$ cat src/rtl/lpcp_pkg.sv
package lpcp_pkg;

  localparam int CFG_IDX_W = 3;
  localparam int CFG_DATA_W = 64;

  localparam logic [CFG_IDX_W-1:0] CFG_ROT0   = 3'd0;
  localparam logic [CFG_IDX_W-1:0] CFG_ROT1   = 3'd1;
  localparam logic [CFG_IDX_W-1:0] CFG_ROT2   = 3'd2;
  localparam logic [CFG_IDX_W-1:0] CFG_TRANS  = 3'd3;
  localparam logic [CFG_IDX_W-1:0] CFG_INTR   = 3'd4;
  localparam logic [CFG_IDX_W-1:0] CFG_WIDTH  = 3'd5;
  localparam logic [CFG_IDX_W-1:0] CFG_HEIGHT = 3'd6;

  localparam logic [47:0] ROT0_RST   = 48'h0000_4000_0000;
  localparam logic [47:0] ROT1_RST   = 48'h0000_0000_4000;
  localparam logic [47:0] ROT2_RST   = 48'h0;
  localparam logic [59:0] TRANS_RST  = 60'h0;
  localparam logic [63:0] INTR_RST   = 64'h0;
  localparam logic [12:0] WIDTH_RST  = 13'd640;
  localparam logic [12:0] HEIGHT_RST = 13'd480;

  localparam int MARGIN_CELL_DEF = 5;
  localparam logic [12:0] MAX_SIDE = 13'd4096;

  localparam int CAM_W  = 38;  // camera coordinate, mm * 2^14
  localparam int NUM_W  = 56;  // projected numerator
  localparam int DEN_W  = 43;  // signed depth * 16
  localparam int REM_W  = 54;  // divider remainder
  localparam int PIX_W  = 12;
  localparam int SIDE_W = 13;
  localparam int LIM_W  = 14;
  localparam int MRG_W  = 6;

  typedef struct packed {
    logic signed [19:0] point_x;
    logic signed [19:0] point_y;
    logic signed [19:0] point_z;
    logic [7:0]         intensity;
    logic               point_valid;
  } point_t;

  typedef struct packed {
    logic             in_view;
    logic [PIX_W-1:0] pixel_u;
    logic [PIX_W-1:0] pixel_v;
    logic [7:0]       color_red;
    logic [7:0]       color_green;
    logic [7:0]       color_blue;
  } result_t;

  typedef struct packed {
    logic        pre_view;
    logic [23:0] color;
  } side_t;

  typedef logic [23:0] color_lut_t [256];

  function automatic color_lut_t build_color_lut();
    color_lut_t lut;
    int x, nr, ng, nb;
    for (x = 0; x < 256; x++) begin
      if (x <= 63) begin
        nr = 76500 + 400 * x; ng = 0; nb = 204000 - 200 * x;
      end else if (x <= 127) begin
        nr = 223125 - 700 * x; ng = 200 * x - 12750; nb = 127500 + 400 * x;
      end else if (x <= 191) begin
        nr = 0; ng = 800 * x - 51000; nb = 318750 - 500 * x;
      end else begin
        nr = 200 * x - 38250; ng = 255000; nb = 223125 - 500 * x;
      end
      lut[x] = {8'((nr / 1000) % 256), 8'((ng / 1000) % 256), 8'((nb / 1000) % 256)};
    end
    return lut;
  endfunction

  localparam color_lut_t COLOR_LUT = build_color_lut();

endpackage

$ cat src/rtl/lpcp_div.sv
module lpcp_div (
  input  logic                               clk,
  input  logic [lpcp_pkg::PIX_W-1:0]         en,
  input  logic [lpcp_pkg::REM_W-1:0]         num,
  input  logic [lpcp_pkg::DEN_W-2:0]         den,
  output logic [lpcp_pkg::PIX_W-1:0]         quo
);

  localparam int QW = lpcp_pkg::PIX_W;
  localparam int RW = lpcp_pkg::REM_W;

  logic [RW-1:0]                  rem_r [QW];
  logic [lpcp_pkg::DEN_W-2:0]     den_r [QW];
  logic [QW-1:0]                  q_r   [QW];
  logic [RW-1:0]                  rem_in [QW];
  logic [lpcp_pkg::DEN_W-2:0]     den_in [QW];
  logic [QW-1:0]                  q_in   [QW];
  logic [RW-1:0]                  shd    [QW];

  // one quotient bit per stage, most significant first
  always_comb begin
    for (int k = 0; k < QW; k++) begin
      rem_in[k] = (k == 0) ? num : rem_r[(k == 0) ? 0 : k-1];
      den_in[k] = (k == 0) ? den : den_r[(k == 0) ? 0 : k-1];
      q_in[k]   = (k == 0) ? '0  : q_r[(k == 0) ? 0 : k-1];
      shd[k]    = RW'(den_in[k]) << (QW-1-k);
    end
  end

  always_ff @(posedge clk) begin
    for (int k = 0; k < QW; k++) begin
      if (en[k]) begin
        den_r[k] <= den_in[k];
        if (rem_in[k] >= shd[k]) begin
          rem_r[k] <= rem_in[k] - shd[k];
          q_r[k]   <= q_in[k] | (QW'(1) << (QW-1-k));
        end else begin
          rem_r[k] <= rem_in[k];
          q_r[k]   <= q_in[k];
        end
      end
    end
  end

  assign quo = q_r[QW-1];

endmodule

$ cat config.mk
export PLATFORM = sky130hd
export DESIGN_NAME = lpcp_div
export DESIGN_NICKNAME = d
export VERILOG_FILES = /design/src/rtl/lpcp_pkg.sv /design/src/rtl/lpcp_div.sv
export SDC_FILE = /design/constraint.sdc
export NUM_CORES = 2
export LEC_CHECK = 0
export BUFFER_PORTS_ARGS = -buffer_cell sky130_fd_sc_hd__buf_4
export CAP_MARGIN = 20
export CORE_MARGIN = 4
export CORE_UTILIZATION = 30
export CTS_BUF_LIST = sky130_fd_sc_hd__clkbuf_4
export DETAILED_ROUTE_END_ITERATION = 10
export GPL_TIMING_DRIVEN = 1
export PLACE_DENSITY = 0.49
export RECOVER_POWER = 100
export SYNTH_ARGS = -nofsm -noshare
export SYNTH_HDL_FRONTEND = slang
export SYNTH_SLANG_ARGS = --single-unit
$ cat constraint.sdc
create_clock -name clk -period 9.2 [get_ports clk]
set_input_delay 0.46 -clock clk [delete_from_list [all_inputs] [get_ports clk]]
set_output_delay 0.46 -clock clk [all_outputs]
set_load 0.005 [all_outputs]
==> impl_metrics.tcl <==
set metrics [dict create \
    status "finished, violations left" \
    violations "max-capacitance violations, max-slew violations" \
    pre_cts_slack_ps 3620 \
    syn_to_final_growth_pct 14.0 \
    netlist_instances 6863 \
    slew_violations 1459 \
    cts_tree "yes" \
    multi_input_area_um2 31800 \
    post-route-util 0.344 \
    relSlewSlack -1.30 \
    htree_levels 5 \
    hold_path_end "rem_r[0][53]" \
    die-area_um2 240000 \
    end_kind "register" \
    placed_cells 9767 \
    crit_arrival_ps 7320 \
    ys_warn_count 0 \
    nets 7936 \
    drive_gt1_frac 0.0893 \
    wl_um 187000 \
    io_buffers 120 \
    cpPeakStageDelay_ps 2400 \
    synth-seq-cells 1134 \
    cts_made_buffers 335 \
    synthesis.nets 7487 \
    firstDrtPassIters 5 \
    reg2reg_slack_ps 2710 \
    required_ps 10030 \
    vias 51500 \
    r2r-end "rem_r[1][10]" \
    power.total_mw 23.7 \
    post-cts-setup-buffer-count 0 \
    synth_top_flop_cell "edfxtp_1" \
    wl_per_cell_um 17.7 \
    rr_startpoint "rem_r[0][47]" \
    finalSetupViolCount 0 \
    clock-sinks 1134 \
    grt_start_max_net_pins 86 \
    grt_pass1_vias 52400 \
    synth-edff-count 1134 \
    dpl_cell_area_um2 73400 \
    min_delay_path_depth 4 \
    yosysSeqAreaShare 0.490 \
    hold_viol_final 0 \
    critPathLaunchType "register" \
    antenna_found_initial 5 \
    fin_crit_ps 6490 \
    overflow 0 \
    whs_ps 271 \
    hp-start "num[53]" \
    clock_latency_ps 1310 \
    postCtsResizedCells 0 \
    io_pins 121 \
    num-fill-cells 23500 \
    fin_ws_ps 2710 \
    cpMostUsedCell "nand3_1" \
    instances_no_fill 10600 \
    grtUsageTotal 0.154 \
    fin_crit_sh 0.705 \
    drc_errors 0 \
    fmax_ghz 0.154 \
    drt_iter0_markers 2527 \
    power_leakage_nw 31.7 \
    critPathMaxFanout 71 \
    avgSynthCellArea_um2 10.1 \
    die_y_um 489 \
    vias_per_cell 4.87 \
    power_density_nw_per_um2 298 \
    finalClockSkew_ps 110 \
    ant_nets 0 \
    crit_path_cell_trace "ha_1 -> nand4_1 -> nor4_1 -> nand3_1 -> nor3_1 -> nand4b_1 -> nand3_1 -> a21o_2 -> clkbuf_1 -> a21oi_1" \
    hold_path.class "in2reg" \
    netlist-cell-type-count 106 \
    die_x_um 489 \
    reg2reg_depth 10 \
    rows 176 \
    netlist_area_um2 69500 \
    regArea_um2 34100 \
    dp_hpwl_um 147000 \
    coreArea_um2 230000 \
    ir_drop_mv 0.144 \
    clock_path_buffers 4 \
    cts-root-buf "clkbuf_4" \
    rsz0062_at_grt "no" \
    start_util 0.302 \
    max_slew.worst_pin.slew_ps 3450 \
    slowest_stage "clkbuf_1" \
    fin_setup_tns_ps 0 \
    cap_violations 32 \
    async_flop_share 0 \
    clk_pin_slew_ps 60 \
    gp_congestion 0.891 \
    grt_pass1_wl_um 291000 \
    fin_area_um2 79300 \
    hold_buffers 233 \
    criticalPathCategory "reg2reg" \
]
area by class of cell:
class,count,area share
sequential,1134,0.430
multi-input combinational,4802,0.401
tap,3026,0.0478
clock buffer,449,0.0425
timing repair buffer,389,0.0413
inverter,650,0.0308
clock inverter,101,0.00647
antenna,11,0.000347
synthesized netlist by cell type (10+ instances only):
master / n / area, µm²
or4_1: 11 / 82.6
ha_1: 504 / 6310
edfxtp_1: 1134 / 34100
a21o_1: 313 / 2350
nor2_1: 408 / 1530
nor4b_1: 11 / 96.3
nand2_1: 698 / 2620
o21bai_1: 77 / 578
clkbuf_1: 206 / 773
a21boi_0: 16 / 120
o21a_1: 36 / 270
o21ai_0: 561 / 2810
nor2b_1: 61 / 382
a211oi_1: 43 / 323
nand3_1: 95 / 475
a31oi_1: 75 / 469
o21ai_1: 18 / 90.1
o2111ai_1: 11 / 96.3
nor4_1: 59 / 369
xnor2_1: 243 / 2130
nor3_1: 66 / 330
nand2b_1: 58 / 363
buf_4: 13 / 97.6
o31a_1: 10 / 87.6
fa_1: 11 / 220
or3_1: 17 / 106
a41oi_1: 14 / 123
and2_1: 36 / 225
nand4_1: 140 / 876
a21oi_1: 610 / 3050
and4_1: 17 / 149
nand4b_1: 12 / 105
and3_1: 38 / 238
o31ai_1: 37 / 278
buf_2: 45 / 225
mux2_2: 46 / 518
inv_1: 648 / 2430
o211ai_1: 31 / 233
xor2_1: 216 / 1890
registers in the layout, indices dropped and copies added, names as in the netlist:
register and flops:
den_r 462, q_r 78, rem_r 594
placed cells by master, fill, tap and decap left out, types with 243 or more instances in the layout:
| master | netlist | routed |
|---|---|---|
| a21oi_1 | 610 | 612 |
| ha_1 | 504 | 504 |
| o21ai_0 | 561 | 574 |
| inv_1 | 648 | 649 |
| nand2_1 | 698 | 698 |
| clkbuf_4 | 0 | 489 |
| xnor2_1 | 243 | 243 |
| nor2_1 | 408 | 408 |
| edfxtp_1 | 1134 | 1134 |
| a21o_1 | 313 | 312 |
report_power, final:
part           switching, mW  internal (mW)  total (mW)
clock                   2.14           2.36        4.51
sequential             0.856           7.61        8.47
combinational           6.35           4.33        10.7
critical path: cells and delay by family, from the launching register on:
family | cells | cell delay, ps
flops | 1 | 420
simple gates | 6 | 2270
fa+ha+maj | 1 | 420
compound gates | 2 | 500
buf+inv | 1 | 2400
cells by family (layout without fill, tap and decap cells):
family,count (synthesis),in the layout,synth area share
AO/OA/AOI/OAI,1998,1998,0.178
AND/OR/NAND/NOR,1770,1770,0.119
flip-flops,1134,1134,0.490
buffers and inverters,927,1589,0.0519
adder cells (fa/ha/maj),515,515,0.0939
XOR/XNOR,459,459,0.0578
multiplexers,60,60,0.00961
other,0,11,0
routing by layer:
layer | track usage | share of wire | up-vias
li1 | - | - | 26100
met1 | 0.179 | 0.42 | 23700
met2 | 0.268 | 0.48 | 1152
met3 | 0.0233 | 0.034 | 498
met4 | 0.0934 | 0.063 | 2
met5 | 0 | 0.000069 | -
how the worst max path moves through the flow:
stage	startpoint	to	slack [ps]	cells past startpoint
6_report	rem_r[0][47]	rem_r[1][10]	2710	10
5_1_grt	den_r[0][38]	rem_r[1][10]	2270	11
4_1_cts	rem_r[5][44]	rem_r[6][17]	3620	13
3_5_place_dp	rem_r[5][44]	rem_r[6][23]	3620	13
3_3_place_gp	rem_r[5][44]	rem_r[6][13]	3530	13
2_1_floorplan	num[11]	rem_r[0][53]	5410	15
Power figures use the tool's default switching activity.
