### src/rtl/lpcp_pkg.sv
package lpcp_pkg;

  localparam int CFG_IDX_W = 3;
  localparam int CFG_DATA_W = 64;

  localparam logic [CFG_IDX_W-1:0] CFG_ROT0   = 3'd0;
  localparam logic [CFG_IDX_W-1:0] CFG_ROT1   = 3'd1;
  localparam logic [CFG_IDX_W-1:0] CFG_ROT2   = 3'd2;
  localparam logic [CFG_IDX_W-1:0] CFG_TRANS  = 3'd3;
  localparam logic [CFG_IDX_W-1:0] CFG_INTR   = 3'd4;
  localparam logic [CFG_IDX_W-1:0] CFG_WIDTH  = 3'd5;
  localparam logic [CFG_IDX_W-1:0] CFG_HEIGHT = 3'd6;

  localparam logic [47:0] ROT0_RST   = 48'h0000_4000_0000;
  localparam logic [47:0] ROT1_RST   = 48'h0000_0000_4000;
  localparam logic [47:0] ROT2_RST   = 48'h0;
  localparam logic [59:0] TRANS_RST  = 60'h0;
  localparam logic [63:0] INTR_RST   = 64'h0;
  localparam logic [12:0] WIDTH_RST  = 13'd640;
  localparam logic [12:0] HEIGHT_RST = 13'd480;

  localparam int MARGIN_CELL_DEF = 5;
  localparam logic [12:0] MAX_SIDE = 13'd4096;

  localparam int CAM_W  = 38;  // camera coordinate, mm * 2^14
  localparam int NUM_W  = 56;  // projected numerator
  localparam int DEN_W  = 43;  // signed depth * 16
  localparam int REM_W  = 54;  // divider remainder
  localparam int PIX_W  = 12;
  localparam int SIDE_W = 13;
  localparam int LIM_W  = 14;
  localparam int MRG_W  = 6;

  typedef struct packed {
    logic signed [19:0] point_x;
    logic signed [19:0] point_y;
    logic signed [19:0] point_z;
    logic [7:0]         intensity;
    logic               point_valid;
  } point_t;

  typedef struct packed {
    logic             in_view;
    logic [PIX_W-1:0] pixel_u;
    logic [PIX_W-1:0] pixel_v;
    logic [7:0]       color_red;
    logic [7:0]       color_green;
    logic [7:0]       color_blue;
  } result_t;

  typedef struct packed {
    logic        pre_view;
    logic [23:0] color;
  } side_t;

  typedef logic [23:0] color_lut_t [256];

  function automatic color_lut_t build_color_lut();
    color_lut_t lut;
    int x, nr, ng, nb;
    for (x = 0; x < 256; x++) begin
      if (x <= 63) begin
        nr = 76500 + 400 * x; ng = 0; nb = 204000 - 200 * x;
      end else if (x <= 127) begin
        nr = 223125 - 700 * x; ng = 200 * x - 12750; nb = 127500 + 400 * x;
      end else if (x <= 191) begin
        nr = 0; ng = 800 * x - 51000; nb = 318750 - 500 * x;
      end else begin
        nr = 200 * x - 38250; ng = 255000; nb = 223125 - 500 * x;
      end
      lut[x] = {8'((nr / 1000) % 256), 8'((ng / 1000) % 256), 8'((nb / 1000) % 256)};
    end
    return lut;
  endfunction

  localparam color_lut_t COLOR_LUT = build_color_lut();

endpackage

### src/rtl/lpcp_margin.sv
module lpcp_margin #(
  parameter int MARGIN_CELL = lpcp_pkg::MARGIN_CELL_DEF
) (
  input  logic                               clk,
  input  logic [lpcp_pkg::SIDE_W-1:0]        side_raw,
  output logic [lpcp_pkg::MRG_W-1:0]         margin_r,
  output logic signed [lpcp_pkg::LIM_W-1:0]  limit_r
);

  localparam int SH = 24;
  localparam longint unsigned RECIP = (64'd1 << SH) / MARGIN_CELL;
  localparam logic [7:0] MC = 8'(MARGIN_CELL);

  logic [lpcp_pkg::SIDE_W-1:0] s_a_r, s_b_r;
  logic [lpcp_pkg::SIDE_W-1:0] q_r;
  logic [7:0]                  rem_r;
  logic [37:0]                 prod;
  logic [20:0]                 back;
  logic [7:0]                  rem_c;
  logic [lpcp_pkg::SIDE_W-1:0] s_clamp;

  always_comb begin
    s_clamp = (side_raw > lpcp_pkg::MAX_SIDE) ? lpcp_pkg::MAX_SIDE : side_raw;
    prod    = 38'(s_clamp) * 38'(RECIP[24:0]);
    back    = 21'(q_r) * 21'(MC);
    rem_c   = (rem_r >= MC) ? rem_r - MC : rem_r;
  end

  // quotient may come out one short; the remainder step fixes it
  always_ff @(posedge clk) begin
    s_a_r    <= s_clamp;
    q_r      <= prod[SH +: lpcp_pkg::SIDE_W];
    s_b_r    <= s_a_r;
    rem_r    <= 8'(21'(s_a_r) - back);
    margin_r <= lpcp_pkg::MRG_W'(rem_c[7:1]) + 1'b1;
    limit_r  <= $signed({1'b0, s_b_r}) - $signed(lpcp_pkg::LIM_W'(rem_c[7:1]) + 14'd1);
  end

endmodule

### config.mk
export PLATFORM = sky130hd
export DESIGN_NAME = lpcp_margin
export DESIGN_NICKNAME = d
export VERILOG_FILES = /design/src/rtl/lpcp_pkg.sv /design/src/rtl/lpcp_margin.sv
export SDC_FILE = /design/constraint.sdc
export NUM_CORES = 1
export LEC_CHECK = 0
export CORE_MARGIN = 2
export CORE_UTILIZATION = 45
export CTS_BUF_LIST = sky130_fd_sc_hd__clkbuf_2 sky130_fd_sc_hd__clkbuf_4 sky130_fd_sc_hd__clkbuf_8
export DETAILED_ROUTE_END_ITERATION = 10
export DONT_BUFFER_PORTS = 1
export PLACE_DENSITY = 0.69
export SYNTH_ARGS = -nofsm -noshare
export SYNTH_HDL_FRONTEND = slang
export SYNTH_SLANG_ARGS = --single-unit
export TNS_END_PERCENT = 5
### constraint.sdc
create_clock -name clk -period 6 [get_ports clk]
set_input_delay 0.3 -clock clk [delete_from_list [all_inputs] [get_ports clk]]
set_output_delay 0.3 -clock clk [all_outputs]
set_load 0.01 [all_outputs]
==> run summary <==
The run finished with clean final reports. Clock tree synthesis inserted a total of 9 buffers. Summed over all instances, the cell type with the most area after synthesis is sky130_fd_sc_hd__dfxtp_1.

The maximum clock frequency is 220 MHz. Cell at the slowest stage of the critical path: sky130_fd_sc_hd__a2111oi_0. The run gives 1.46 ns as the final worst-path setup slack. Fraction of synthesis flops using an asynchronous set or reset pin: 0%. The floorplan step set the die width to 107 microns. Maximum level of the CTS H-tree: 3. The clock passes through at most 2 buffers. For the number of global-route vias before repair, the log shows 3,409. Across all hold checks on the routed design, the worst slack comes to 0.0617 ns.

Pin count of the biggest net entering global routing: 16. The number of instances in the synthesized netlist came out at 482. When the netlist entered floorplanning its net count stood at 619. The run gives 0 as the total DRC errors in the routed layout. Summed over all failing endpoints, the final setup total negative slack is 0 ns.

The post-CTS clock slew at the launch and capture registers of the worst setup and hold paths was 0.07 ns; the via count was 3,204. The ratio of cells with drive above 1 in the final layout works out to 7.06%. Summed over all layers, the global routing overflow is 0.

The critical path goes through nor2b_1 -> ha_1 -> fa_1 -> fa_1 -> inv_1 -> fa_1 -> inv_1 -> fa_1 -> ha_1 -> a21oi_1 -> nor2_1 -> a2111oi_0 -> nand3_1 -> nand3_1 -> a221oi_1. The end point of the worst hold path was s_a_r[11]$_DFF_P_. The arrival time reported for the critical path endpoint came out at 4.73 ns.

Most repeated library cell on the critical path: sky130_fd_sc_hd__fa_1. In this run, synthesis inferred 0 flip-flops with an integrated enable. Class of the most critical hold timing path: primary input to flip-flop.

Slack of the worst reg-to-reg path: 2.78 ns. Relative to the synthesized area, the layout overhead comes to 7.61%. The first global-routing pass estimated 15,800 microns of wire. Dividing the final minimum period by the clock period gives 75.7%. The cell area that synthesis handed to floorplanning was 4770 sq um. The area fraction of the dominant cell type after synthesis is 26.0%, and the initial core utilization is 46.2%. The critical path capture point type is a flip-flop. On the final layout, the worst clock skew is 0.0104 ns.

The maximum resistive drop on vdd was 262 uV. Gates resized during post-CTS repair numbered 0. The number of placement rows was 37.

The most used flip-flop cell after synthesis is sky130_fd_sc_hd__dfxtp_1. The number of nets in the final layout came out at 628. TritonCTS built the clock tree.

The last weighted congestion value of the routability-driven placer was 0.921; the total count of hold-check failures in the final report was 0. For the number of top-level pins, the log shows 34. The critical hold path startpoint is side_raw[12].

Among cell families on the critical path, the largest total delay comes from adder cells. The routed design could run at a clock period as short as 4.54 ns. Setup violations remaining at the end of the flow were counted as 0. The die is 107 microns tall. Global routing consumed, over all layers together, 17.6% of the routing resources.

Measured against its own limit, the worst slew margin works out to 59.0%. The tree is rooted in a sky130_fd_sc_hd__clkbuf_8. Power spread over the standard cell area amounts to 563 nW/um^2. The via density per instance is 5.05, and the final number of max-transition violations is 0.

For the worst setup path, the data required time is 6.19 ns. Once detail routing completed, the nets flagged for antenna violations numbered 0. The first routing iteration left 168 violations. The core region is 10,300 sq um. The total of buffers placed on input and output ports works out to 0. The tool flagged a number of max-cap violations equal to 0. The largest single stage delay on the critical path is 0.59 ns.

For the yosys synthesis warning count, the log shows 0. Actual transition at the worst max-transition pin: 0.600 ns. The synthesized area per cell works out to 9.90 sq um.

Cell depth of the worst min-delay path: 1. The startpoint identified for the worst register-to-register timing path is rem_r[1]$_DFF_P_. The die covers 11,400 sq um. For the worst flop-to-flop path, the logic depth is 15. Wires add up to 9160 microns. The run gives 46 as the count of distinct cell types in the synthesized netlist. The number of antenna violations at the first check in global routing is 3. The pre-antenna-repair detailed-routing pass consisted of 5 iterations.

The HPWL after detailed placement is 7900 microns. The pre-CTS setup slack was 1.16 ns. The worst setup path is launched from a primary input.

Path type of the worst setup path: primary input to flip-flop. The analysis attributes to cell leakage a power of 2.49 nW. After detailed routing, the average wire length per cell comes to 14.4 microns. The number of buffers and inverters on the critical path is 2. The final core area utilization was 49.7%.

Summing the sequential cell areas from Yosys gives 26.0% of the chip area. Of all nets on the critical path, the largest fanout is 4. Sorting the synthesized cells by area gives the leading types as sky130_fd_sc_hd__dfxtp_1 (26%), sky130_fd_sc_hd__ha_1 (21%), sky130_fd_sc_hd__fa_1 (18%).

The tree built by TritonCTS fans out to 62 sinks. The later pin in the worst-skew pair is clocked with a latency of 0.33 ns. The endpoint identified for the worst register-to-register timing path is limit_r[8]$_DFF_P_.

Counting flops and latches in the post-synthesis netlist gives 62. Setup repair after global routing left no endpoint under its margin.
-- synth_stat cells (6+ instances only) --
| cell | count |
|---|---|
| sky130_fd_sc_hd__ha_1 | 79 |
| sky130_fd_sc_hd__o21ai_1 | 7 |
| sky130_fd_sc_hd__xor2_1 | 6 |
| sky130_fd_sc_hd__nand3_1 | 7 |
| sky130_fd_sc_hd__xnor2_1 | 32 |
| sky130_fd_sc_hd__nand2_1 | 18 |
| sky130_fd_sc_hd__inv_1 | 97 |
| sky130_fd_sc_hd__fa_1 | 44 |
| sky130_fd_sc_hd__nor2_1 | 18 |
| sky130_fd_sc_hd__o21ai_0 | 6 |
| sky130_fd_sc_hd__a21oi_1 | 26 |
| sky130_fd_sc_hd__dfxtp_1 | 62 |
| sky130_fd_sc_hd__nor2b_1 | 11 |
| sky130_fd_sc_hd__nor3_1 | 6 |
-- cells in the final DEF (no fill, tap or decap), drive strengths merged, types with 5 or more instances in the layout --
| cell type | count |
|---|---|
| nor2b | 11 |
| a21o | 6 |
| o21ai | 13 |
| nand2 | 18 |
| nor2 | 18 |
| fa | 44 |
| xor2 | 6 |
| clkinv | 5 |
| nand2b | 5 |
| ha | 79 |
| a211oi | 5 |
| nand3 | 7 |
| inv | 99 |
| a21oi | 29 |
| or2 | 5 |
| nor3 | 8 |
| dfxtp | 62 |
| xnor2 | 32 |
| clkbuf | 10 |
| nor4 | 5 |
-- worst max path at each step --
| stage | from | to | slack [ns] | depth (start not counted) |
|---|---|---|---|---|
| 6_report | side_raw[7] | q_r[6]$_DFF_P_ | 1.46 | 15 |
| 5_1_grt | side_raw[9] | q_r[6]$_DFF_P_ | 1.09 | 17 |
| 4_1_cts | side_raw[9] | q_r[6]$_DFF_P_ | 1.50 | 17 |
| 3_5_place_dp | side_raw[9] | q_r[6]$_DFF_P_ | 1.16 | 17 |
| 3_3_place_gp | side_raw[9] | q_r[6]$_DFF_P_ | 1.21 | 17 |
| 2_1_floorplan | side_raw[12] | q_r[6]$_DFF_P_ | 1.32 | 18 |
-- layout make-up --
cell class              instances  area, sq um
repair buffers                  2         17.5
diodes                          3         7.51
multi-input cells             318         3150
inverters                      98          368
clock inverters                 6         45.0
clock buffers                  10          138
well taps                     136          170
flip-flops and latches         62         1240
fillers                       936         5190
-- per-layer routing --
| layer | track usage, % | up-vias | wire length, microns |
|---|---|---|---|
| met5 | 0 | - | 0 |
| met4 | 7.42 | 0 | 254 |
| met3 | 3.40 | 21 | 209 |
| met2 | 30.5 | 54 | 4740 |
| met1 | 21.2 | 1551 | 3950 |
| li1 | - | 1578 | - |
-- what timing repair did --
action | 4_1_cts | 5_1_grt
setup buffers | 0 | 0
endpoints found under the hold margin | 1 | 0
hold buffers | 1 | 0
endpoints found under the setup margin | 0 | 0
-- flip-flops by register name, indices dropped and copies added (netlist names) --
signal	cells
limit_r	14
margin_r	6
q_r	8
rem_r	8
s_a_r	13
s_b_r	13
-- cell families (layout without fill, tap and decap cells) --
| family | Yosys count | count (layout) | share of synthesized area, % |
|---|---|---|---|
| xor+xnor | 38 | 38 | 6.98 |
| buf+inv | 102 | 116 | 8.03 |
| simple gates | 90 | 90 | 10.2 |
| fa+ha+maj | 123 | 123 | 39.2 |
| flops | 62 | 62 | 26.0 |
| compound gates | 67 | 67 | 9.55 |
| other cells | 0 | 3 | 0 |
-- metrics by stage --
step,instance area (sq um),std cells,power [mW]
floorplan,4770,482,2.18
global placement,4930,615,2.46
detailed placement,4930,615,2.56
CTS,5120,632,2.91
global route,5130,635,3.19
finish,5130,635,2.89
-- power breakdown --
group	internal [mW]	switching, mW
Sequential	0.581	0.119
Clock	0.163	0.163
Combinational	0.844	1.02
Total	1.59	1.30
Power figures use the tool's default switching activity.
